### src/sv/ccl_fifo.sv
// ----------------------------------------------------------------------------
// ccl_fifo
// Small register queue with push/full and pop/empty sides.
// ----------------------------------------------------------------------------
`default_nettype none

module ccl_fifo #(
   parameter int WIDTH = 8,
   parameter int DEPTH = 2
) (
   input  wire logic             clock,
   input  wire logic             reset,
   input  wire logic             push,
   input  wire logic [WIDTH-1:0] push_data,
   output logic                  full,
   input  wire logic             pop,
   output logic      [WIDTH-1:0] pop_data,
   output logic                  empty
);

   localparam int PTR_W = (DEPTH > 1) ? $clog2(DEPTH) : 1;
   localparam int CNT_W = $clog2(DEPTH + 1);

   logic [WIDTH-1:0] entry_ff [DEPTH];
   logic [PTR_W-1:0] wr_ptr_ff, wr_ptr_in, rd_ptr_ff, rd_ptr_in;
   logic [CNT_W-1:0] count_ff, count_in;
   logic             do_push, do_pop;

   assign full     = (count_ff == CNT_W'(DEPTH));
   assign empty    = (count_ff == '0);
   assign do_push  = push && !full;
   assign do_pop   = pop && !empty;
   assign pop_data = entry_ff[rd_ptr_ff];

   always_comb begin
      wr_ptr_in = wr_ptr_ff;
      rd_ptr_in = rd_ptr_ff;
      count_in  = count_ff;
      if (do_push) begin
         wr_ptr_in = (wr_ptr_ff == PTR_W'(DEPTH - 1)) ? '0 : wr_ptr_ff + PTR_W'(1);
      end
      if (do_pop) begin
         rd_ptr_in = (rd_ptr_ff == PTR_W'(DEPTH - 1)) ? '0 : rd_ptr_ff + PTR_W'(1);
      end
      if (do_push && !do_pop) begin
         count_in = count_ff + CNT_W'(1);
      end else if (do_pop && !do_push) begin
         count_in = count_ff - CNT_W'(1);
      end
   end

   always_ff @(posedge clock) begin
      if (reset) begin
         wr_ptr_ff <= '0;
         rd_ptr_ff <= '0;
         count_ff  <= '0;
      end else begin
         wr_ptr_ff <= wr_ptr_in;
         rd_ptr_ff <= rd_ptr_in;
         count_ff  <= count_in;
      end
   end

   always_ff @(posedge clock) begin
      if (do_push) begin
         entry_ff[wr_ptr_ff] <= push_data;
      end
   end

endmodule

`default_nettype wire

### config.mk
export PLATFORM = sky130hd
export DESIGN_NAME = ccl_fifo
export DESIGN_NICKNAME = d
export VERILOG_FILES = /design/src/sv/ccl_fifo.sv
export SDC_FILE = /design/constraint.sdc
export NUM_CORES = 1
export LEC_CHECK = 0
export ABC_AREA = 1
export BUFFER_PORTS_ARGS = -buffer_cell sky130_fd_sc_hd__buf_2
export CAP_MARGIN = 25
export CORE_MARGIN = 2
export CORE_UTILIZATION = 40
export DETAILED_ROUTE_END_ITERATION = 7
export PLACE_DENSITY_LB_ADDON = 0.05
export SYNTH_ARGS = -nofsm -noshare
export SYNTH_HDL_FRONTEND = slang
export SYNTH_SLANG_ARGS = --single-unit
export TNS_END_PERCENT = 5
### constraint.sdc
create_clock -name clock -period 1.25 [get_ports clock]
set_input_delay 0 -clock clock [delete_from_list [all_inputs] [get_ports clock]]
set_output_delay 0 -clock clock [all_outputs]
set_load 0.03 [all_outputs]
==> flow_metrics.env <==
export IMPL_outcome="completed"
export IMPL_drive_gt1_share_pct=57.9
export IMPL_drt_pass1_iter_count=2
export IMPL_cts_root_buf="clkbuf_4"
export IMPL_ios=22
export IMPL_fmax_ghz=0.805
export IMPL_place_port_buffers=21
export IMPL_worst_pin_slew_ns=0.225
export IMPL_multiInputGateArea_um2=244
export IMPL_cts_sinks=21
export IMPL_die_y_um=49.5
export IMPL_grt_max_degree=13
export IMPL_p_leak_uw=0.000509
export IMPL_grt_pass1_vias=549
export IMPL_startpoint_type="flip-flop"
export IMPL_htree_num_levels=1
export IMPL_fill_cells=177
export IMPL_fin_ws_ns=0.00837
export IMPL_overflow=0
export IMPL_antenna_left=0
export IMPL_netlist_area_um2=828
export IMPL_grt_busiest_layer="met2"
export IMPL_min_from="push"
export IMPL_die_area_um2=2450
export IMPL_cts_tree="built"
export IMPL_grt_use_met2_pct=23.4
export IMPL_required_ns=1.48
export IMPL_slew_viol_final=0
export IMPL_yosys_warnings=0
export IMPL_cp_max_fo=4
export IMPL_ys_seq_area_share_pct=70.1
export IMPL_mostFrequentLayoutCells="21 x buf_2, 16 x edfxtp_1, 12 x buf_4, 9 x dlygate4sd3_1, 8 x mux2_2"
export IMPL_period_needed_ns=1.24
export IMPL_wl_per_cell_um=10.8
export IMPL_antenna_cells=0
export IMPL_cp_end_kind="flip-flop"
export IMPL_grt_use_met3_pct=2.73
export IMPL_rows=16
export IMPL_ir_drop_mv=1.34
export IMPL_grt_use_total_pct=11.9
export IMPL_die_x_um=49.5
export IMPL_ys_seq_elements=21
export IMPL_drcViolationCount=0
export IMPL_synth_cell_type_count=16
export IMPL_synthToLayoutAreaGrowth_pct=46.8
export IMPL_nNetsFinal=121
export IMPL_numCtsBuffers=3
export IMPL_grt_pass1_wl_um=2210
export IMPL_core_area_um2=1960
export IMPL_clk_path_buf_depth=2
export IMPL_routed_wl_um=1450
export IMPL_power_uw=2370
export IMPL_hold_violations=0
export IMPL_seq_area_um2=589
export IMPL_grt_use_met1_pct=12.0
export IMPL_relSlewSlack_pct=84.9
export IMPL_avgViaCountPerCell=4.36
export IMPL_setup_viol=0
export IMPL_synth_avg_cell_area_um2=13.4
export IMPL_dp_worst_setup_slack_ns=-0.115
export IMPL_drtIter0Drc=3
export IMPL_via_count=584
export IMPL_period_share_pct=99.3
export IMPL_final_common_cell="buf_2"
export IMPL_worst_clock_skew_ns=0.00300
export IMPL_start_util_pct=42.2
export IMPL_antenna_found_initial=0
export IMPL_place_congestion=0.748
export IMPL_rsz0062_at_grt="yes"
export IMPL_hp_class="input pin to flip-flop"
export IMPL_power_density_nw_per_um2=1950
export IMPL_worst_setup_path_type="flip-flop to flip-flop"
export IMPL_syn_inst=62
export IMPL_cap_violations=0
export IMPL_cp_data_arrival_time_ns=1.47
export IMPL_clk_pin_slew_ns=0.11
export IMPL_cp_startpoint="count_ff[1]"
export IMPL_r2r_start="count_ff[1]"
export IMPL_syn_nets=75
export IMPL_dp_hpwl_um=978
export IMPL_clk_latency_ns=0.29
stage by stage:
stage / hold slack, ns / TNS, ns / utilization, % / area, um^2 / instances
after detailed placement: 0.191 / -0.276 / 52.5 / 1030 / 118
after global routing: 0.179 / -0.272 / 62.0 / 1220 / 134
after floorplan: 0.0989 / -1.19 / - / 828 / 62
after CTS: 0.0690 / -0.0183 / 59.8 / 1170 / 131
final: 0.163 / 0 / 62.0 / 1220 / 134
after global placement: 0.188 / -0.125 / 52.5 / 1030 / 118
critical path, cell delays in order, from the launching register on:
cell and delay (ns):
dfxtp_2 0.35, buf_4 0.14, o21ai_4 0.17, ha_4 0.22, inv_4 0.06, nand3_2 0.07, nand2_2 0.07, inv_1 0.03
nor2_1 0.07
flip-flops by register name, indices dropped and copies added, names as in the netlist, named ones only:
signal / cells
rd_ptr_ff: 1
entry_ff: 16
count_ff: 2
wr_ptr_ff: 1
final timing paths:
kind / endpoint / cells past startpoint / slack (ns)
worst max-delay path: count_ff[1] / 8 / 0.008
worst min-delay path: wr_ptr_ff / 6 / 0.16
worst max register to register: count_ff[1] / 8 / 0.008
worst min register to register: count_ff[0] / 1 / 0.49
Yosys cell counts (all sizes together):
cell | n | area (um^2)
ha | 1 | 12.5
edfxtp | 16 | 480
a21oi | 1 | 5.00
nand3 | 1 | 5.00
nand4 | 1 | 6.26
nand2 | 4 | 15.0
mux2 | 8 | 90.1
inv | 9 | 33.8
buf | 1 | 5.00
o21ai | 5 | 32.5
and2 | 1 | 8.76
nor2 | 9 | 33.8
dfxtp | 5 | 100
layer usage:
| layer | part of all wire [%] | vias up |
|---|---|---|
| li1 | - | 299 |
| met1 | 38 | 272 |
| met2 | 57 | 11 |
| met3 | 2.8 | 2 |
| met4 | 1.5 | 0 |
| met5 | 0 | - |
layout make-up:
type | instances | area share [%]
Clock buffer | 3 | 1.85
Clock inverter | 1 | 0.412
Inverter | 9 | 2.98
Multi-Input combinational cell | 31 | 20.1
Sequential cell | 21 | 48.5
Tap cell | 27 | 2.78
Timing Repair Buffer | 42 | 23.5
logic make-up (layout without fill, tap and decap cells):
group                      count (synthesis)  after routing  synth area share (%)
DFF                                       21             21                  70.1
and+or+nand+nor                           16             16                  8.31
buffers and inverters                     10             55                  4.68
muxes                                      8              8                  10.9
AOI/OAI and AO/OA                          6              6                  4.53
adders and majority gates                  1              1                  1.51
where the power goes:
part	internal (uW)	switching [uW]
combinational	486	579
clock	119	182
sequential	908	93.1
total	1510	854
repair_timing:
| item | CTS | global route |
|---|---|---|
| hold buffers | 9 | 0 |
| endpoints found under the hold margin | 18 | 0 |
| setup endpoints to repair | 22 | 22 |
| resized for setup | 8 | 8 |
| setup buffers | 0 | 3 |
| pin swaps | 1 | 7 |
| cloned | 0 | 0 |
(Power assumes the default switching activity.)
