## src/sv/ccl_pkg.sv

```systemverilog
// ----------------------------------------------------------------------------
// ccl_pkg
// Shared types and codes for the cross-correlation lag engine.
// ----------------------------------------------------------------------------
`default_nettype none

package ccl_pkg;

   localparam int LAG_W      = 6;
   localparam int CORR_W     = 43;
   localparam int STATUS_W   = 2;
   localparam int MODE_W     = 2;
   localparam int MAXLAG_W   = 5;
   localparam int CSR_IDX_W  = 1;
   localparam int CSR_DATA_W = 5;

   typedef enum logic [1:0] {
      CMD_PUSH_X  = 2'd0,
      CMD_PUSH_Y  = 2'd1,
      CMD_COMPUTE = 2'd2,
      CMD_CLEAR   = 2'd3
   } cmd_type;

   localparam logic [STATUS_W-1:0] STAT_OK      = 2'd0;
   localparam logic [STATUS_W-1:0] STAT_EMPTY   = 2'd1;
   localparam logic [STATUS_W-1:0] STAT_DROPPED = 2'd2;

   localparam logic [MODE_W-1:0] MODE_UNSCALED = 2'd0;
   localparam logic [MODE_W-1:0] MODE_BIASED   = 2'd1;
   localparam logic [MODE_W-1:0] MODE_UNBIASED = 2'd2;

   localparam logic [CSR_IDX_W-1:0] CSR_SCALE_MODE = 1'b0;
   localparam logic [CSR_IDX_W-1:0] CSR_MAX_LAG    = 1'b1;

   // per-run control handed from front to back
   typedef struct packed {
      logic [MODE_W-1:0]   mode;
      logic [MAXLAG_W-1:0] max_lag;
      logic [STATUS_W-1:0] status;
   } job_ctl_type;

   typedef struct packed {
      logic signed [LAG_W-1:0]  lag;
      logic signed [CORR_W-1:0] corr_re;
      logic signed [CORR_W-1:0] corr_im;
      logic [STATUS_W-1:0]      status;
      logic                     last;
   } rsp_type;

endpackage

`default_nettype wire

```

## src/sv/ccl_back.sv

```systemverilog
// ----------------------------------------------------------------------------
// ccl_back
// Runs one queued compute job: per lag a multiply-accumulate walk of both
// memories, a bit-serial divide for scaling, saturation and result push.
// ----------------------------------------------------------------------------
`default_nettype none

module ccl_back #(
   parameter int MAX_LEN     = 1024,
   parameter int SAMPLE_BITS = 16,
   parameter int LEN_W       = 11,
   parameter int AW          = 10
) (
   input  wire logic                         clock,
   input  wire logic                         reset,
   input  wire logic                         job_valid,
   output logic                              job_pop,
   input  wire ccl_pkg::job_ctl_type         job_ctl,
   input  wire logic [LEN_W-1:0]             job_n,
   input  wire logic [LEN_W-1:0]             job_xlen,
   input  wire logic [LEN_W-1:0]             job_ylen,
   output logic                              busy,
   output logic                              rd_en,
   output logic      [AW-1:0]                x_rd_addr,
   output logic      [AW-1:0]                y_rd_addr,
   input  wire logic [2*SAMPLE_BITS-1:0]     x_rd_data,
   input  wire logic [2*SAMPLE_BITS-1:0]     y_rd_data,
   input  wire logic                         res_full,
   output logic                              res_push,
   output ccl_pkg::rsp_type                  res_data
);

   localparam int SB    = SAMPLE_BITS;
   localparam int SW    = LEN_W + 2;
   localparam int LW    = ccl_pkg::LAG_W;
   localparam int ACC_W = 2 * SB + 2 + $clog2(MAX_LEN);
   localparam int RES_W = ACC_W + 1;
   localparam int EXT_W = ((RES_W > ccl_pkg::CORR_W) ? RES_W : ccl_pkg::CORR_W) + 1;
   localparam int CNT_W = $clog2(ACC_W + 1);
   localparam logic signed [EXT_W-1:0] SAT_HI =
      (EXT_W'(1) << (ccl_pkg::CORR_W - 1)) - EXT_W'(1);
   localparam logic signed [EXT_W-1:0] SAT_LO = -SAT_HI - EXT_W'(1);

   typedef enum logic [5:0] {
      S_IDLE  = 6'b000001,
      S_SETUP = 6'b000010,
      S_MAC   = 6'b000100,
      S_DRAIN = 6'b001000,
      S_DIV   = 6'b010000,
      S_EMIT  = 6'b100000
   } state_type;

   state_type                 state_ff, state_in;
   ccl_pkg::job_ctl_type      ctl_ff;
   logic [LEN_W-1:0]          n_ff, xlen_ff, ylen_ff;
   logic signed [LW-1:0]      k_ff;
   logic signed [SW-1:0]      i_ff, hi_ff;
   logic                      rd_v_ff, prod_v_ff;
   logic signed [2*SB-1:0]    p_rr_ff, p_ii_ff, p_ri_ff, p_ir_ff;
   logic signed [ACC_W-1:0]   acc_re_ff, acc_im_ff;
   logic [LEN_W-1:0]          d_ff;
   logic [ACC_W-1:0]          quo_re_ff, quo_im_ff;
   logic [LEN_W-1:0]          rem_re_ff, rem_im_ff;
   logic                      neg_re_ff, neg_im_ff, divide_ff;
   logic [CNT_W-1:0]          cnt_ff;

   logic signed [SW-1:0]      k_ext, n_s, lo, hi_a, hi_b, hi, ak_ext;
   logic [LW-1:0]             ak;
   logic                      zero_lag, is_last;
   logic signed [LW-1:0]      lag_top;
   logic [LEN_W-1:0]          divisor;
   logic [LEN_W:0]            rn_re, rn_im;
   logic                      ge_re, ge_im;
   logic signed [SB-1:0]      xr, xi, yr, yi;
   logic signed [RES_W-1:0]   val_re, val_im;
   logic signed [EXT_W-1:0]   ext_re, ext_im;

   assign busy    = (state_ff != S_IDLE);
   assign lag_top = LW'($signed({1'b0, ctl_ff.max_lag}));
   assign is_last = (k_ff == lag_top);

   // lag window bounds
   assign k_ext  = SW'(k_ff);
   assign ak     = k_ff[LW-1] ? LW'(-k_ff) : LW'(k_ff);
   assign ak_ext = $signed(SW'(ak));
   assign n_s    = $signed(SW'(n_ff));
   assign lo     = k_ff[LW-1] ? -k_ext : '0;
   assign hi_a   = $signed(SW'(ylen_ff)) - SW'(1);
   assign hi_b   = $signed(SW'(xlen_ff)) - SW'(1) - k_ext;
   assign hi     = (hi_b < hi_a) ? hi_b : hi_a;
   assign zero_lag = (ctl_ff.status == ccl_pkg::STAT_EMPTY) || (ak_ext >= n_s) || (hi < lo);

   always_comb begin
      if (ctl_ff.mode == ccl_pkg::MODE_BIASED) begin
         divisor = n_ff;
      end else if (ctl_ff.mode == ccl_pkg::MODE_UNBIASED) begin
         divisor = n_ff - LEN_W'(ak);
      end else begin
         divisor = LEN_W'(1);
      end
   end

   assign rd_en     = (state_ff == S_MAC);
   assign x_rd_addr = AW'(i_ff + k_ext);
   assign y_rd_addr = AW'(i_ff);

   assign xr = $signed(x_rd_data[2*SB-1:SB]);
   assign xi = $signed(x_rd_data[SB-1:0]);
   assign yr = $signed(y_rd_data[2*SB-1:SB]);
   assign yi = $signed(y_rd_data[SB-1:0]);

   // restoring divide step, one quotient bit per cycle on each part
   assign rn_re = {rem_re_ff, quo_re_ff[ACC_W-1]};
   assign rn_im = {rem_im_ff, quo_im_ff[ACC_W-1]};
   assign ge_re = (rn_re >= {1'b0, d_ff});
   assign ge_im = (rn_im >= {1'b0, d_ff});

   always_comb begin
      if (divide_ff) begin
         val_re = neg_re_ff ? -$signed({1'b0, quo_re_ff}) : $signed({1'b0, quo_re_ff});
         val_im = neg_im_ff ? -$signed({1'b0, quo_im_ff}) : $signed({1'b0, quo_im_ff});
      end else begin
         val_re = RES_W'(acc_re_ff);
         val_im = RES_W'(acc_im_ff);
      end
      ext_re = EXT_W'(val_re);
      ext_im = EXT_W'(val_im);
      if (ext_re > SAT_HI) begin
         ext_re = SAT_HI;
      end else if (ext_re < SAT_LO) begin
         ext_re = SAT_LO;
      end
      if (ext_im > SAT_HI) begin
         ext_im = SAT_HI;
      end else if (ext_im < SAT_LO) begin
         ext_im = SAT_LO;
      end
      res_data.lag     = k_ff;
      res_data.corr_re = ext_re[ccl_pkg::CORR_W-1:0];
      res_data.corr_im = ext_im[ccl_pkg::CORR_W-1:0];
      res_data.status  = ctl_ff.status;
      res_data.last    = is_last;
   end

   always_comb begin
      state_in = state_ff;
      job_pop  = 1'b0;
      res_push = 1'b0;
      unique case (state_ff)
         S_IDLE: begin
            if (job_valid) begin
               job_pop  = 1'b1;
               state_in = S_SETUP;
            end
         end
         S_SETUP: begin
            state_in = zero_lag ? S_EMIT : S_MAC;
         end
         S_MAC: begin
            if (i_ff == hi_ff) begin
               state_in = S_DRAIN;
            end
         end
         S_DRAIN: begin
            if (!rd_v_ff && !prod_v_ff) begin
               state_in = (divisor > LEN_W'(1)) ? S_DIV : S_EMIT;
            end
         end
         S_DIV: begin
            if (cnt_ff == CNT_W'(ACC_W - 1)) begin
               state_in = S_EMIT;
            end
         end
         S_EMIT: begin
            if (!res_full) begin
               res_push = 1'b1;
               state_in = is_last ? S_IDLE : S_SETUP;
            end
         end
         default: begin
            state_in = S_IDLE;
         end
      endcase
   end

   always_ff @(posedge clock) begin
      if (reset) begin
         state_ff  <= S_IDLE;
         rd_v_ff   <= 1'b0;
         prod_v_ff <= 1'b0;
      end else begin
         state_ff  <= state_in;
         rd_v_ff   <= rd_en;
         prod_v_ff <= rd_v_ff;
      end
   end

   always_ff @(posedge clock) begin
      p_rr_ff <= xr * yr;
      p_ii_ff <= xi * yi;
      p_ri_ff <= xi * yr;
      p_ir_ff <= xr * yi;
      if (prod_v_ff) begin
         acc_re_ff <= acc_re_ff + ACC_W'(p_rr_ff) + ACC_W'(p_ii_ff);
         acc_im_ff <= acc_im_ff + ACC_W'(p_ri_ff) - ACC_W'(p_ir_ff);
      end
      unique case (state_ff)
         S_IDLE: begin
            ctl_ff  <= job_ctl;
            n_ff    <= job_n;
            xlen_ff <= job_xlen;
            ylen_ff <= job_ylen;
            k_ff    <= -LW'($signed({1'b0, job_ctl.max_lag}));
         end
         S_SETUP: begin
            i_ff      <= lo;
            hi_ff     <= hi;
            acc_re_ff <= '0;
            acc_im_ff <= '0;
            divide_ff <= 1'b0;
         end
         S_MAC: begin
            i_ff <= i_ff + SW'(1);
         end
         S_DRAIN: begin
            d_ff      <= divisor;
            divide_ff <= (divisor > LEN_W'(1));
            cnt_ff    <= '0;
            rem_re_ff <= '0;
            rem_im_ff <= '0;
            neg_re_ff <= acc_re_ff[ACC_W-1];
            neg_im_ff <= acc_im_ff[ACC_W-1];
            quo_re_ff <= acc_re_ff[ACC_W-1] ? ACC_W'(-acc_re_ff) : ACC_W'(acc_re_ff);
            quo_im_ff <= acc_im_ff[ACC_W-1] ? ACC_W'(-acc_im_ff) : ACC_W'(acc_im_ff);
         end
         S_DIV: begin
            cnt_ff    <= cnt_ff + CNT_W'(1);
            rem_re_ff <= ge_re ? LEN_W'(rn_re - {1'b0, d_ff}) : LEN_W'(rn_re);
            rem_im_ff <= ge_im ? LEN_W'(rn_im - {1'b0, d_ff}) : LEN_W'(rn_im);
            quo_re_ff <= {quo_re_ff[ACC_W-2:0], ge_re};
            quo_im_ff <= {quo_im_ff[ACC_W-2:0], ge_im};
         end
         S_EMIT: begin
            if (!res_full && !is_last) begin
               k_ff <= k_ff + LW'(1);
            end
         end
         default: begin
         end
      endcase
   end

endmodule

`default_nettype wire

```

## config.mk

```make
export PLATFORM = sky130hd
export DESIGN_NAME = ccl_back
export DESIGN_NICKNAME = d
export VERILOG_FILES = /design/src/sv/ccl_pkg.sv /design/src/sv/ccl_back.sv
export SDC_FILE = /design/constraint.sdc
export NUM_CORES = 2
export LEC_CHECK = 0
export BUFFER_PORTS_ARGS = -buffer_cell sky130_fd_sc_hd__buf_2
export CAP_MARGIN = 20
export CORE_ASPECT_RATIO = 2
export CORE_MARGIN = 3
export CORE_UTILIZATION = 55
export DETAILED_ROUTE_END_ITERATION = 10
export PLACE_DENSITY = 0.7
export RECOVER_POWER = 25
export SYNTH_ARGS = -nofsm -noshare
export SYNTH_HDL_FRONTEND = slang
export SYNTH_SLANG_ARGS = --single-unit
```

## constraint.sdc

```tcl
create_clock -name clock -period 8.45 [get_ports clock]
set_input_delay 0.4225 -clock clock [delete_from_list [all_inputs] [get_ports clock]]
set_output_delay 0.4225 -clock clock [all_outputs]
set_load 0.03 [all_outputs]
```

==> reports/qor.yml <==
rrSetupSlack_ns: 1.80
initialDrtViolationCount: 2775
syn_to_final_growth_pct: 5.79
detail_route.wl_per_cell_um: 19.9
whs_path_depth: 1
ys.warnings.count: 0
path_depth: 23
slowest_delay_ns: 1.26
synthesis.area_sq_um: 67900
post-synth-top-area-cell: "fa_1"
synth_most_common_cell: "inv_1"
die_h_um: 503
track_usage_pct: 29.1
worstSetupPathType: "primary input to flop"
grt_pass1_vias: 56300
hold_path.class: "primary input to flop"
clk_pin_slew_ns: 0.08
maxCapViolations: 8
finalSetupViolations: 0
hold_viol: 0
core_region_area_sq_um: 122000
path_cells: "clkbuf_1 -> nand2_1 -> fa_1 -> fa_1 -> inv_1 -> ha_1 -> inv_1 -> fa_1 -> fa_1 -> fa_1 -> inv_1 -> ha_1 -> o21a_1 -> nor2_1 -> o31ai_1 -> a31o_2 -> nand2b_1 -> a32o_1 -> o21ai_0 -> nand4_1 -> nand4b_1 -> a21oi_1 -> xnor2_1"
required_ns: 8.97
cts_sinks: 428
dr.pass1.iters: 5
synth_edf_count: 204
place.port_buffers: 228
cts-root-buf: "clkbuf_16"
rsz0062_at_grt: "false"
slowest_stage: "clkbuf_1"
place_congestion: 0.942
htreeDepth: 2
fmax_mhz: 147
fin_setup_tns_ns: 0
route.detailed.drc: 0
critPathCapture: "p_ii_ff[31]"
nets: 9286
timing.rr.end: "state_ff[5]"
yosys-top-cells-area: "fa_1 (34%), ha_1 (9.2%), edfxtp_1 (9.0%), inv_1 (7.6%), dfxtp_1 (6.6%)"
antenna_found_initial: 19
viasPerCell: 5.66
dp_hpwl_mm: 146
initial_core_util_pct: 55.6
grt_overflow: 0
worst_slew_pin_slew_ns: 3.16
cp.arrival_ns: 7.30
critPathTopFamily: "adder cells"
reg2reg_depth: 25
path_max_fanout: 32
routed_wl_mm: 182
worst_clock_skew_ns: 0.0570
cp-startpoint: "x_rd_data[0]"
synthCells: 7512
clockBufferDepth: 3
startpoint_type: "primary input"
die_area_sq_um: 128000
dieWidth_um: 254
slew_violations: 358
cts_resized: 0
grt_max_degree: 96
fin_crit_ns: 6.79
std_cell_rows: 181
clock_latency_ns: 0.63
end_kind: "flop"
ys_top_cells_by_count: "inv_1 (1374), fa_1 (1140), nand2_1 (924)"
async_flop_share_pct: 0
cts_setup_buffers: 0
rr_startpoint: "k_ff[5]"
synthDistinctLibCells: 80
synth.avg_cell_area_sq_um: 9.03
tritoncts: "done"
ys_seq_area_share_pct: 15.6
violations: "max-capacitance violations, max-slew violations"
cts_buffers: 43
crit_top_cell: "fa_1"
detail-route-antenna-nets: 0
relSlewSlack_pct: -111
status: "finished, violations left"
yosys_register_bits: 428
vias: 51700
yosysTopAreaCellShare_pct: 33.6
grt_pass1_wl_mm: 290
crit_buf_inv: 4
ys.flop_type: "dfxtp_1"
period_share_pct: 80.3
drive_gt1_share_pct: 4.57
boundaryPins: 229
## cell families (layout without fill, tap and decap cells)
| group | count (synthesis) | in the layout | share of synthesized area, % |
|---|---|---|---|
| AO/OA/AOI/OAI | 1110 | 1110 | 10.0 |
| XOR/XNOR | 484 | 484 | 6.25 |
| adder cells (fa/ha/maj) | 1639 | 1639 | 42.8 |
| buffers and inverters | 1706 | 1760 | 9.51 |
| flip-flops | 428 | 428 | 15.6 |
| multiplexers | 78 | 78 | 1.16 |
| other | 1 | 21 | 0.00553 |
| AND/OR/NAND/NOR | 2066 | 2066 | 14.6 |
## cell type report
| class | instances | area, sq um |
|---|---|---|
| Multi-Input combinational cell | 5383 | 50800 |
| Antenna cell | 15 | 37.5 |
| Sequential cell | 428 | 10600 |
| Fill cell | 10800 | 50300 |
| Timing Repair Buffer | 305 | 1770 |
| Clock inverter | 21 | 214 |
| Tap cell | 1555 | 1950 |
| Inverter | 1376 | 5160 |
| Clock buffer | 58 | 1200 |
## how the worst min path moves through the flow
stage / endpoint / from / slack (ns)
global placement: prod_v_ff / rd_v_ff / 0.45
global route: n_ff[2] / job_n[2] / 0.02
CTS: n_ff[2] / job_n[2] / 0.002
finish: n_ff[2] / job_n[2] / 0.03
detailed placement: prod_v_ff / rd_v_ff / 0.46
floorplan: neg_re_ff / acc_re_ff[43] / 0.43
## through the flow
stage | hold WS [ns] | cell area, sq um | util [%] | setup WS (ns) | cells
6_report | 0.0267 | 71800 | 58.8 | 1.66 | 9141
4_1_cts | 0.00153 | 71800 | 58.8 | 1.82 | 9125
5_1_grt | 0.0171 | 71800 | 58.8 | 1.25 | 9128
3_3_place_gp | 0.450 | 70000 | 57.4 | 1.50 | 9010
2_1_floorplan | 0.425 | 67900 | - | 2.34 | 7517
3_5_place_dp | 0.458 | 70000 | 57.4 | 1.35 | 9011
## per-layer routing
layer / global-route usage (%) / share of wire, % / vias up
li1: - / - / 23700
met1: 29.3 / 34 / 25800
met2: 53.4 / 52 / 1581
met3: 3.86 / 4.9 / 658
met4: 22.6 / 9.3 / 10
met5: 0 / 0.047 / -
## timing repair
item | 4_1_cts | 5_1_grt
hold buffers | 35 | 0
endpoints found under the setup margin | 0 | 0
endpoints found under the hold margin | 35 | 0
## layout by cell type, fill, tap and decap left out, types with 20 or more instances in the layout
cell	count
inv_1	1373
fa_1	1140
nand2_1	924
ha_1	499
o21ai_0	434
and2_1	395
nor2_1	280
xnor2_1	253
a21oi_1	232
xor2_1	231
dfxtp_1	223
edfxtp_1	204
buf_2	202
a21o_1	113
nand2b_1	106
mux2i_1	75
nand3_1	64
o31ai_1	61
nor3_1	48
clkbuf_16	44
o21bai_1	42
or3_1	42
clkbuf_1	42
a211oi_1	39
dlygate4sd3_1	35
buf_4	33
nand4_1	32
nor2b_1	31
and3_1	29
o41ai_1	29
or4_1	29
o21a_1	26
nor4_1	20
## state kept, by name (all words and copies together) (netlist names), 6 cells and up
signal     count
p_ii_ff       32
state_ff       6
p_ir_ff       32
k_ff           6
ylen_ff       11
p_rr_ff       32
acc_im_ff     44
i_ff          13
quo_im_ff     44
ctl_ff         7
hi_ff         13
rem_im_ff     11
p_ri_ff       32
acc_re_ff     44
rem_re_ff     11
xlen_ff       11
d_ff          11
quo_re_ff     44
cnt_ff         6
n_ff          11
Power is left out: the tool's default activity adds up to more than one toggle a clock period on the data nets, which glitch-free logic cannot reach.
