### config.mk
export PLATFORM = sky130hd
export DESIGN_NAME = ccl_front
export DESIGN_NICKNAME = d
export VERILOG_FILES = /design/src/sv/ccl_pkg.sv /design/src/sv/ccl_front.sv
export SDC_FILE = /design/constraint.sdc
export NUM_CORES = 1
export LEC_CHECK = 0
export CAP_MARGIN = 15
export CORE_MARGIN = 5
export CORE_UTILIZATION = 25
export CTS_CLUSTER_SIZE = 20
export DETAILED_ROUTE_END_ITERATION = 10
export DONT_BUFFER_PORTS = 1
export GPL_TIMING_DRIVEN = 0
export PLACE_DENSITY = 0.36
export REMOVE_ABC_BUFFERS = 1
export SLEW_MARGIN = 20
export SYNTH_ARGS = -nofsm -noshare
export SYNTH_HDL_FRONTEND = slang
export SYNTH_SLANG_ARGS = --single-unit
### constraint.sdc
create_clock -name clock -period 4.05 [get_ports clock]
set_input_delay 1.0125 -clock clock [delete_from_list [all_inputs] [get_ports clock]]
set_output_delay 1.0125 -clock clock [all_outputs]
set_load 0.005 [all_outputs]
### src/sv/ccl_pkg.sv
// ----------------------------------------------------------------------------
// ccl_pkg
// Shared types and codes for the cross-correlation lag engine.
// ----------------------------------------------------------------------------
`default_nettype none

package ccl_pkg;

   localparam int LAG_W      = 6;
   localparam int CORR_W     = 43;
   localparam int STATUS_W   = 2;
   localparam int MODE_W     = 2;
   localparam int MAXLAG_W   = 5;
   localparam int CSR_IDX_W  = 1;
   localparam int CSR_DATA_W = 5;

   typedef enum logic [1:0] {
      CMD_PUSH_X  = 2'd0,
      CMD_PUSH_Y  = 2'd1,
      CMD_COMPUTE = 2'd2,
      CMD_CLEAR   = 2'd3
   } cmd_type;

   localparam logic [STATUS_W-1:0] STAT_OK      = 2'd0;
   localparam logic [STATUS_W-1:0] STAT_EMPTY   = 2'd1;
   localparam logic [STATUS_W-1:0] STAT_DROPPED = 2'd2;

   localparam logic [MODE_W-1:0] MODE_UNSCALED = 2'd0;
   localparam logic [MODE_W-1:0] MODE_BIASED   = 2'd1;
   localparam logic [MODE_W-1:0] MODE_UNBIASED = 2'd2;

   localparam logic [CSR_IDX_W-1:0] CSR_SCALE_MODE = 1'b0;
   localparam logic [CSR_IDX_W-1:0] CSR_MAX_LAG    = 1'b1;

   // per-run control handed from front to back
   typedef struct packed {
      logic [MODE_W-1:0]   mode;
      logic [MAXLAG_W-1:0] max_lag;
      logic [STATUS_W-1:0] status;
   } job_ctl_type;

   typedef struct packed {
      logic signed [LAG_W-1:0]  lag;
      logic signed [CORR_W-1:0] corr_re;
      logic signed [CORR_W-1:0] corr_im;
      logic [STATUS_W-1:0]      status;
      logic                     last;
   } rsp_type;

endpackage

`default_nettype wire

### src/sv/ccl_front.sv
// ----------------------------------------------------------------------------
// ccl_front
// Takes items, keeps lengths and the drop flag, writes the sample memories
// and queues compute runs for the back end.
// ----------------------------------------------------------------------------
`default_nettype none

module ccl_front #(
   parameter int MAX_LEN     = 1024,
   parameter int MAX_LAG     = 31,
   parameter int SAMPLE_BITS = 16,
   parameter int LEN_W       = 11,
   parameter int AW          = 10
) (
   input  wire logic                                 clock,
   input  wire logic                                 reset,
   input  wire logic                                 req_push,
   output logic                                      req_full,
   input  wire logic [1:0]                           req_command,
   input  wire logic [SAMPLE_BITS-1:0]               req_sample_re,
   input  wire logic [SAMPLE_BITS-1:0]               req_sample_im,
   input  wire logic                                 csr_valid,
   output logic                                      csr_ready,
   input  wire logic [ccl_pkg::CSR_IDX_W-1:0]        csr_index,
   input  wire logic [ccl_pkg::CSR_DATA_W-1:0]       csr_wdata,
   input  wire logic                                 back_busy,
   input  wire logic                                 job_full,
   output logic                                      job_push,
   output ccl_pkg::job_ctl_type                      job_ctl,
   output logic      [LEN_W-1:0]                     job_n,
   output logic      [LEN_W-1:0]                     job_xlen,
   output logic      [LEN_W-1:0]                     job_ylen,
   output logic                                      xw_en,
   output logic                                      yw_en,
   output logic      [AW-1:0]                        xw_addr,
   output logic      [AW-1:0]                        yw_addr,
   output logic      [2*SAMPLE_BITS-1:0]             w_data
);

   logic [LEN_W-1:0]                 x_len_ff, x_len_in, y_len_ff, y_len_in;
   logic                             dropped_ff, dropped_in;
   logic [ccl_pkg::MODE_W-1:0]       mode_ff;
   logic [ccl_pkg::MAXLAG_W-1:0]     max_lag_ff;
   ccl_pkg::cmd_type                 cmd;
   logic                             accept;

   assign cmd       = ccl_pkg::cmd_type'(req_command);
   // a clear must not pull memory from under a run still reading it
   assign req_full  = job_full || ((cmd == ccl_pkg::CMD_CLEAR) && back_busy);
   assign accept    = req_push && !req_full;
   assign csr_ready = 1'b1;
   assign w_data    = {req_sample_re, req_sample_im};
   assign xw_addr   = x_len_ff[AW-1:0];
   assign yw_addr   = y_len_ff[AW-1:0];

   assign job_n    = (x_len_ff > y_len_ff) ? x_len_ff : y_len_ff;
   assign job_xlen = x_len_ff;
   assign job_ylen = y_len_ff;

   always_comb begin
      job_ctl.mode    = mode_ff;
      job_ctl.max_lag = (max_lag_ff > ccl_pkg::MAXLAG_W'(MAX_LAG)) ?
                        ccl_pkg::MAXLAG_W'(MAX_LAG) : max_lag_ff;
      if ((x_len_ff == '0) || (y_len_ff == '0)) begin
         job_ctl.status = ccl_pkg::STAT_EMPTY;
      end else if (dropped_ff) begin
         job_ctl.status = ccl_pkg::STAT_DROPPED;
      end else begin
         job_ctl.status = ccl_pkg::STAT_OK;
      end
   end

   always_comb begin
      x_len_in   = x_len_ff;
      y_len_in   = y_len_ff;
      dropped_in = dropped_ff;
      xw_en      = 1'b0;
      yw_en      = 1'b0;
      job_push   = 1'b0;
      if (accept) begin
         unique case (cmd)
            ccl_pkg::CMD_PUSH_X: begin
               if (x_len_ff == LEN_W'(MAX_LEN)) begin
                  dropped_in = 1'b1;
               end else begin
                  xw_en    = 1'b1;
                  x_len_in = x_len_ff + LEN_W'(1);
               end
            end
            ccl_pkg::CMD_PUSH_Y: begin
               if (y_len_ff == LEN_W'(MAX_LEN)) begin
                  dropped_in = 1'b1;
               end else begin
                  yw_en    = 1'b1;
                  y_len_in = y_len_ff + LEN_W'(1);
               end
            end
            ccl_pkg::CMD_COMPUTE: begin
               job_push = 1'b1;
            end
            ccl_pkg::CMD_CLEAR: begin
               x_len_in   = '0;
               y_len_in   = '0;
               dropped_in = 1'b0;
            end
            default: begin
            end
         endcase
      end
   end

   always_ff @(posedge clock) begin
      if (reset) begin
         x_len_ff   <= '0;
         y_len_ff   <= '0;
         dropped_ff <= 1'b0;
         mode_ff    <= ccl_pkg::MODE_UNSCALED;
         max_lag_ff <= ccl_pkg::MAXLAG_W'(31);
      end else begin
         x_len_ff   <= x_len_in;
         y_len_ff   <= y_len_in;
         dropped_ff <= dropped_in;
         if (csr_valid && csr_ready) begin
            if (csr_index == ccl_pkg::CSR_SCALE_MODE) begin
               mode_ff <= csr_wdata[ccl_pkg::MODE_W-1:0];
            end else begin
               max_lag_ff <= csr_wdata[ccl_pkg::MAXLAG_W-1:0];
            end
         end
      end
   end

endmodule

`default_nettype wire

==> impl_metrics.toml, run 1 <==
[detailed_routing]
drtAntennaViolNets = 0
route.layer.met1.wl_um = 3510
vias_per_cell = 5.13
routed-wl-met3_um = 1320
wl_per_cell_um = 21.0
route.top_layer_used = "met4"
drtIter0Drc = 90
postRouteWirelength_um = 7880
dr_wl_met2_um = 2990
vias = 1924
drc_errors = 0
dr.pass1.iters = 4

[floorplanning]
core-area_mm2 = 0.00924
io_pins = 145
dieHeight_um = 107
row_count = 35
die_x_um = 107
initial_utilization_pct = 25.7
die_area_mm2 = 0.0115

[setup_path]
cp_max_fo = 10
rr_worst_depth = 7
required_ns = 3.04
end_kind = "output port"
r2r-start = "job_ylen[0]$_SDFFE_PP0P_"
crit_arrival_ns = 2.76
rr_endpoint = "job_ylen[7]$_SDFFE_PP0P_"
critPathKind = "flip-flop to output port"
cp-start-kind = "flip-flop"
reg2reg_slack_ns = 1.64

[sta]
rsz0062_at_grt = "no"
min_period_over_period_pct = 93.1
tightestPinTransition_ns = 0.943
max_freq_mhz = 265
slew_viol_final = 0
setup_slack_ns = 0.278
setup-violations-final = 0
final-hold-violation-count = 0
max-slew-margin-rel_pct = 36.8
fin_worst_skew_ns = 0.00676
min_period_ns = 3.77

[cells_and_area]
n_antenna_cell = 0
final_area_mm2 = 0.00222
fin_util_pct = 24.0
area_growth_pct = -6.38
drive_above_1_share_pct = 9.35
fin_cells = 375
final_nets = 306

[placed_design]
place_area_mm2 = 0.00209
dp_slack_ns = 0.217
globalplace.congestion = 0.755
io_buffer_count = 0
place_hpwl_um = 5840
dp_cells = 366

[synth]
synth.distinct_cells = 48
postSynthAreaPerCell_um2 = 7.83
seq_area_frac_synth_pct = 25.3
synth_top_area_cell = "dfxtp_1"
yosys.area.top_type_share_pct = 25.3
synth_edf_count = 0
async_reset_ff_share_pct = 0
synth_commonest_cells = "buf_4 (53), dfxtp_1 (30), a21oi_1 (21)"
synth_cells = 303
yosysWarnings = 0
syn_area_mm2 = 0.00237
synthTopCellsByArea = "dfxtp_1 (25%), buf_4 (17%), ha_1 (7.9%), a21oi_1 (4.4%), nor2_1 (3.2%)"
yosysMostFrequentCell = "buf_4"
ys_ff_latch = 30
ys.flop_type = "dfxtp_1"

[global_routing]
antenna_found_initial = 0
grt_max_degree = 28
grt_overflow = 0
grt_pass1_vias = 1938
grt_pass1_wl_um = 12000
grt.total_usage_pct = 13.6

[clock_tree]
cts_tree = "built"
cts.path.max_buffers = 2
clockRootBuffer = "clkbuf_8"
cts.sinks = 30
cts_max_level = 2
cts_buffers = 5
clkLatencyLatePin_ns = 0.28
path_clk_slew_ns = 0.07

[status]
status = "finished, final reports clean"

[worst_hold_path]
hold-path-cell-count = 2
whs_endpoint = "mode_ff[1]$_SDFFE_PP0P_"
min_from = "mode_ff[1]$_SDFFE_PP0P_"
hold_class = "flip-flop to flip-flop"

[pwr]
powerDensity_mw_per_mm2 = 276
ir_drop_v = 0.000124
leakagePower_nw = 0.772

[job]
maxCapViolations = 0
-- per-layer routing --
| metal | up-vias | GRT usage [%] |
|---|---|---|
| met5 | - | 0 |
| met4 | 0 | 2.52 |
| met3 | 4 | 11.2 |
| met2 | 108 | 17.6 |
| met1 | 911 | 17.4 |
| li1 | 901 | - |
-- what timing repair did --
item | 4_1_cts | 5_1_grt
endpoints found under the setup margin | 10 | 2
gates cloned | 0 | 0
gates resized for setup | 2 | 0
setup buffers | 0 | 1
hold buffers | 0 | 0
hold endpoints to repair | 0 | 0
-- cells by family after synthesis --
kind of cell | synth area share, %
adders and majority gates | 7.91
muxes | 5.80
buffers and inverters | 22.1
other | 0.158
DFF | 25.3
AOI/OAI and AO/OA | 16.5
xor gates and xnor gates | 0.369
and+or+nand+nor | 21.9
-- state kept, by name, indices dropped and copies added, names as in the netlist --
register    cells
dropped_ff      1
job_ylen       11
mode_ff         2
max_lag_ff      5
job_xlen       11
-- cells in the final DEF (no fill, tap or decap), types with 7 or more instances in the layout --
cell type and count:
nand4_1 9, dfxtp_1 30, nand3_1 8, nor2_1 20, a21oi_1 21, nand2_1 15, o21ai_0 15, inv_1 19
nor3_1 7, mux2i_1 7, ha_1 15
-- cell type report --
class / count / area (um^2)
clock buffer: 7 / 86.3
clock inverter: 1 / 5.00
fill: 1035 / 7020
inverter: 20 / 75.1
multi-input combinational: 187 / 1270
sequential: 30 / 601
tap: 129 / 161
timing repair buffer: 1 / 20.0
-- power breakdown --
part | switching [mW] | total, mW | internal (mW) | leakage (nW)
clock network | 0.125 | 0.262 | 0.137 | 0.0482
logic | 0.0247 | 0.0450 | 0.0203 | 0.481
registers | 0.00546 | 0.305 | 0.300 | 0.243
-- worst max path at each step --
stage,startpoint,endpoint
after floorplan,job_ylen[8]$_SDFFE_PP0P_,job_n[2]
after global placement,job_ylen[8]$_SDFFE_PP0P_,job_n[8]
after detailed placement,job_ylen[2]$_SDFFE_PP0P_,job_n[6]
after CTS,job_ylen[8]$_SDFFE_PP0P_,job_n[6]
after global routing,job_ylen[2]$_SDFFE_PP0P_,job_n[8]
final,job_ylen[2]$_SDFFE_PP0P_,job_n[6]
-- worst max-delay path: stages (launching register included) --
cell and delay [ns]:
dfxtp_1 0.55, inv_1 0.14, ha_1 0.36, a21oi_1 0.14
a211oi_1 0.11, a2111oi_2 0.65, a41oi_4 0.07, buf_12 0.19
mux2_2 0.28
-- stage by stage --
step / hold WS [ns] / power (mW) / setup TNS, ns
2_1_floorplan: 0.447 / 0.342 / 0
3_3_place_gp: 0.476 / 0.353 / -2.43
3_5_place_dp: 0.467 / 0.353 / 0
4_1_cts: 0.486 / 0.622 / 0
5_1_grt: 0.527 / 0.644 / 0
6_report: 0.486 / 0.612 / 0
Note: power is estimated with default switching activity, not from simulation.
==> inputs of run 2 (changes only) <==
--- a/config.mk
+++ b/config.mk
@@ -11,7 +11,6 @@
 export CTS_CLUSTER_SIZE = 20
 export DETAILED_ROUTE_END_ITERATION = 10
 export DONT_BUFFER_PORTS = 1
-export GPL_TIMING_DRIVEN = 0
 export PLACE_DENSITY = 0.36
 export REMOVE_ABC_BUFFERS = 1
 export SLEW_MARGIN = 20
==> impl_metrics.toml, run 2 (synthesis gave the netlist of run 1 again) <==
[status]
status = "finished, final reports clean"

[pwr]
ir_drop_v = 0.000111
leakagePower_nw = 0.851
switching_share_pct = 25.5
p_seq_share_pct = 50.4
intPower_mw = 0.450
clkPwrFrac_pct = 42.2
powerDensity_mw_per_mm2 = 262
switchingPower_mw = 0.154
pwr-share-comb_pct = 7.3

[detailed_routing]
wl_per_cell_um = 20.9
route.top_layer_used = "met4"
dr_wl_met2_um = 3240
routed-wl-met3_um = 1330
drtAntennaViolNets = 0
dr.pass1.iters = 4
postRouteWirelength_um = 8150
vias = 1958
drc_errors = 0
drtIter0Drc = 117
route.layer.met1.wl_um = 3500
vias_per_cell = 5.02

[global_routing]
grt.total_usage_pct = 14.1
grt_pass1_wl_um = 12200
antenna_found_initial = 0
grt_max_degree = 28
grt_overflow = 0
grt_pass1_vias = 1975

[placed_design]
place_hpwl_um = 6250
dp_slack_ns = 0.456
io_buffer_count = 0
globalplace.congestion = 0.728
dp_cells = 384

[setup_path]
cp_max_fo = 8
crit_family = "compound AO/OA/AOI/OAI gates"
rr_worst_depth = 7
crit_path_top_delay_cell = "a2111oi_1"
crit_chain = "inv_1 -> ha_1 -> a21oi_1 -> o21ai_0 -> a2111oi_1 -> a41oi_1 -> buf_4 -> mux2_2"
crit_arrival_ns = 2.83
required_ns = 3.04
reg2reg_slack_ns = 1.65
critPathKind = "flip-flop to output port"
worst-path-stages = 8
r2r-start = "job_ylen[0]$_SDFFE_PP0P_"
end_kind = "output port"
cp-start-kind = "flip-flop"
critPathBufInv = 2
rr_endpoint = "job_ylen[9]$_SDFFE_PP0P_"
cpPeakStageDelay_ns = 0.61

[sta]
max_freq_mhz = 261
tightestPinTransition_ns = 0.940
fin_setup_tns_ns = 0
min_period_ns = 3.84
slew_viol_final = 0
final-hold-violation-count = 0
rsz0062_at_grt = "no"
fin_worst_skew_ns = 0.00370
setup_slack_ns = 0.212
setup-violations-final = 0
min_period_over_period_pct = 94.8
timing.hold.ws_ns = 0.484
max-slew-margin-rel_pct = 37.1

[floorplanning]
io_pins = 145
initial_utilization_pct = 25.7
core-area_mm2 = 0.00924
row_count = 35
die_area_mm2 = 0.0115
dieHeight_um = 107
die_x_um = 107

[cells_and_area]
drive_above_1_share_pct = 14.2
final_common_cell = "dfxtp_1"
n_antenna_cell = 0
area_growth_pct = -2.90
final_nets = 323
final_cell_mix = "dfxtp_1 (30), a21oi_1 (21), nor2_1 (20), inv_1 (19), buf_4 (18)"
nFillCells = 1032
fin_cells = 390
fin_util_pct = 24.9

[clock_tree]
clkLatencyLatePin_ns = 0.28
cts.sinks = 30
cts.path.max_buffers = 2
cts_max_level = 2
path_clk_slew_ns = 0.07
cts_buffers = 5
clockRootBuffer = "clkbuf_8"
cts_tree = "built"

[worst_hold_path]
hold-path-cell-count = 2
min_from = "mode_ff[1]$_SDFFE_PP0P_"
whs_endpoint = "mode_ff[1]$_SDFFE_PP0P_"
hold_class = "flip-flop to flip-flop"

[job]
maxCapViolations = 0
run 2: cell count changes in the layout (fill, tap and decap cells not counted):
cell       previous run  this run
clkbuf_1              1         0
a41oi_1               1         2
clkinv_2              1         0
buf_12                1         0
a41oi_4               1         0
a2111oi_1             0         1
buf_4                 0        18
a2111oi_2             1         0
run 2: power groups by stage:
stage	Clock, mW	Combinational, mW	Sequential, mW
6_report	0.255	0.0442	0.304
5_1_grt	0.279	0.0490	0.305
4_1_cts	0.266	0.0439	0.305
3_5_place_dp	0	0.0436	0.311
3_3_place_gp	0	0.0437	0.312
2_1_floorplan	0	0.0312	0.311
run 2: per-stage QoR:
step	total power, mW	instance area, um^2
floorplan	0.342	1920
global placement	0.355	2220
detailed placement	0.355	2220
CTS	0.614	2300
global route	0.633	2300
finish	0.604	2300
run 2: worst max path at each step:
stage,startpoint,endpoint
5_1_grt,job_ylen[9]$_SDFFE_PP0P_,job_n[2]
2_1_floorplan,job_ylen[8]$_SDFFE_PP0P_,job_n[2]
4_1_cts,job_ylen[4]$_SDFFE_PP0P_,job_n[6]
3_5_place_dp,job_ylen[4]$_SDFFE_PP0P_,job_n[6]
6_report,job_ylen[4]$_SDFFE_PP0P_,job_n[6]
3_3_place_gp,job_ylen[4]$_SDFFE_PP0P_,job_n[8]
run 2: repair_timing:
item | 4_1_cts | 5_1_grt
endpoints found under the setup margin | 0 | 6
gates resized for setup | 0 | 1
hold buffers | 0 | 0
buffers inserted | 0 | 0
endpoints found under the hold margin | 0 | 0
run 2: per-layer routing:
metal,track usage (%),vias up
met4,3.07,0
met5,2.38,-
met3,11.2,7
met2,19.1,114
met1,17.0,903
li1,-,934
run 2: worst register-to-register path: stages, from the launching register on:
cell and delay (ns):
dfxtp_1 0.41, inv_1 0.18, ha_1 0.16, nor2b_1 0.21, nand4_1 0.20, o211ai_1 0.80, o21ai_0 0.23, a21oi_1 0.16
run 2: area by class of cell:
class | count | area (um^2) | area share, %
clock buffers | 6 | 82.6 | 3.58
inverters | 20 | 75.1 | 3.26
multi-input cells | 187 | 1250 | 54.2
flip-flops and latches | 30 | 601 | 26.1
well taps | 129 | 161 | 7.00
repair buffers | 18 | 135 | 5.86
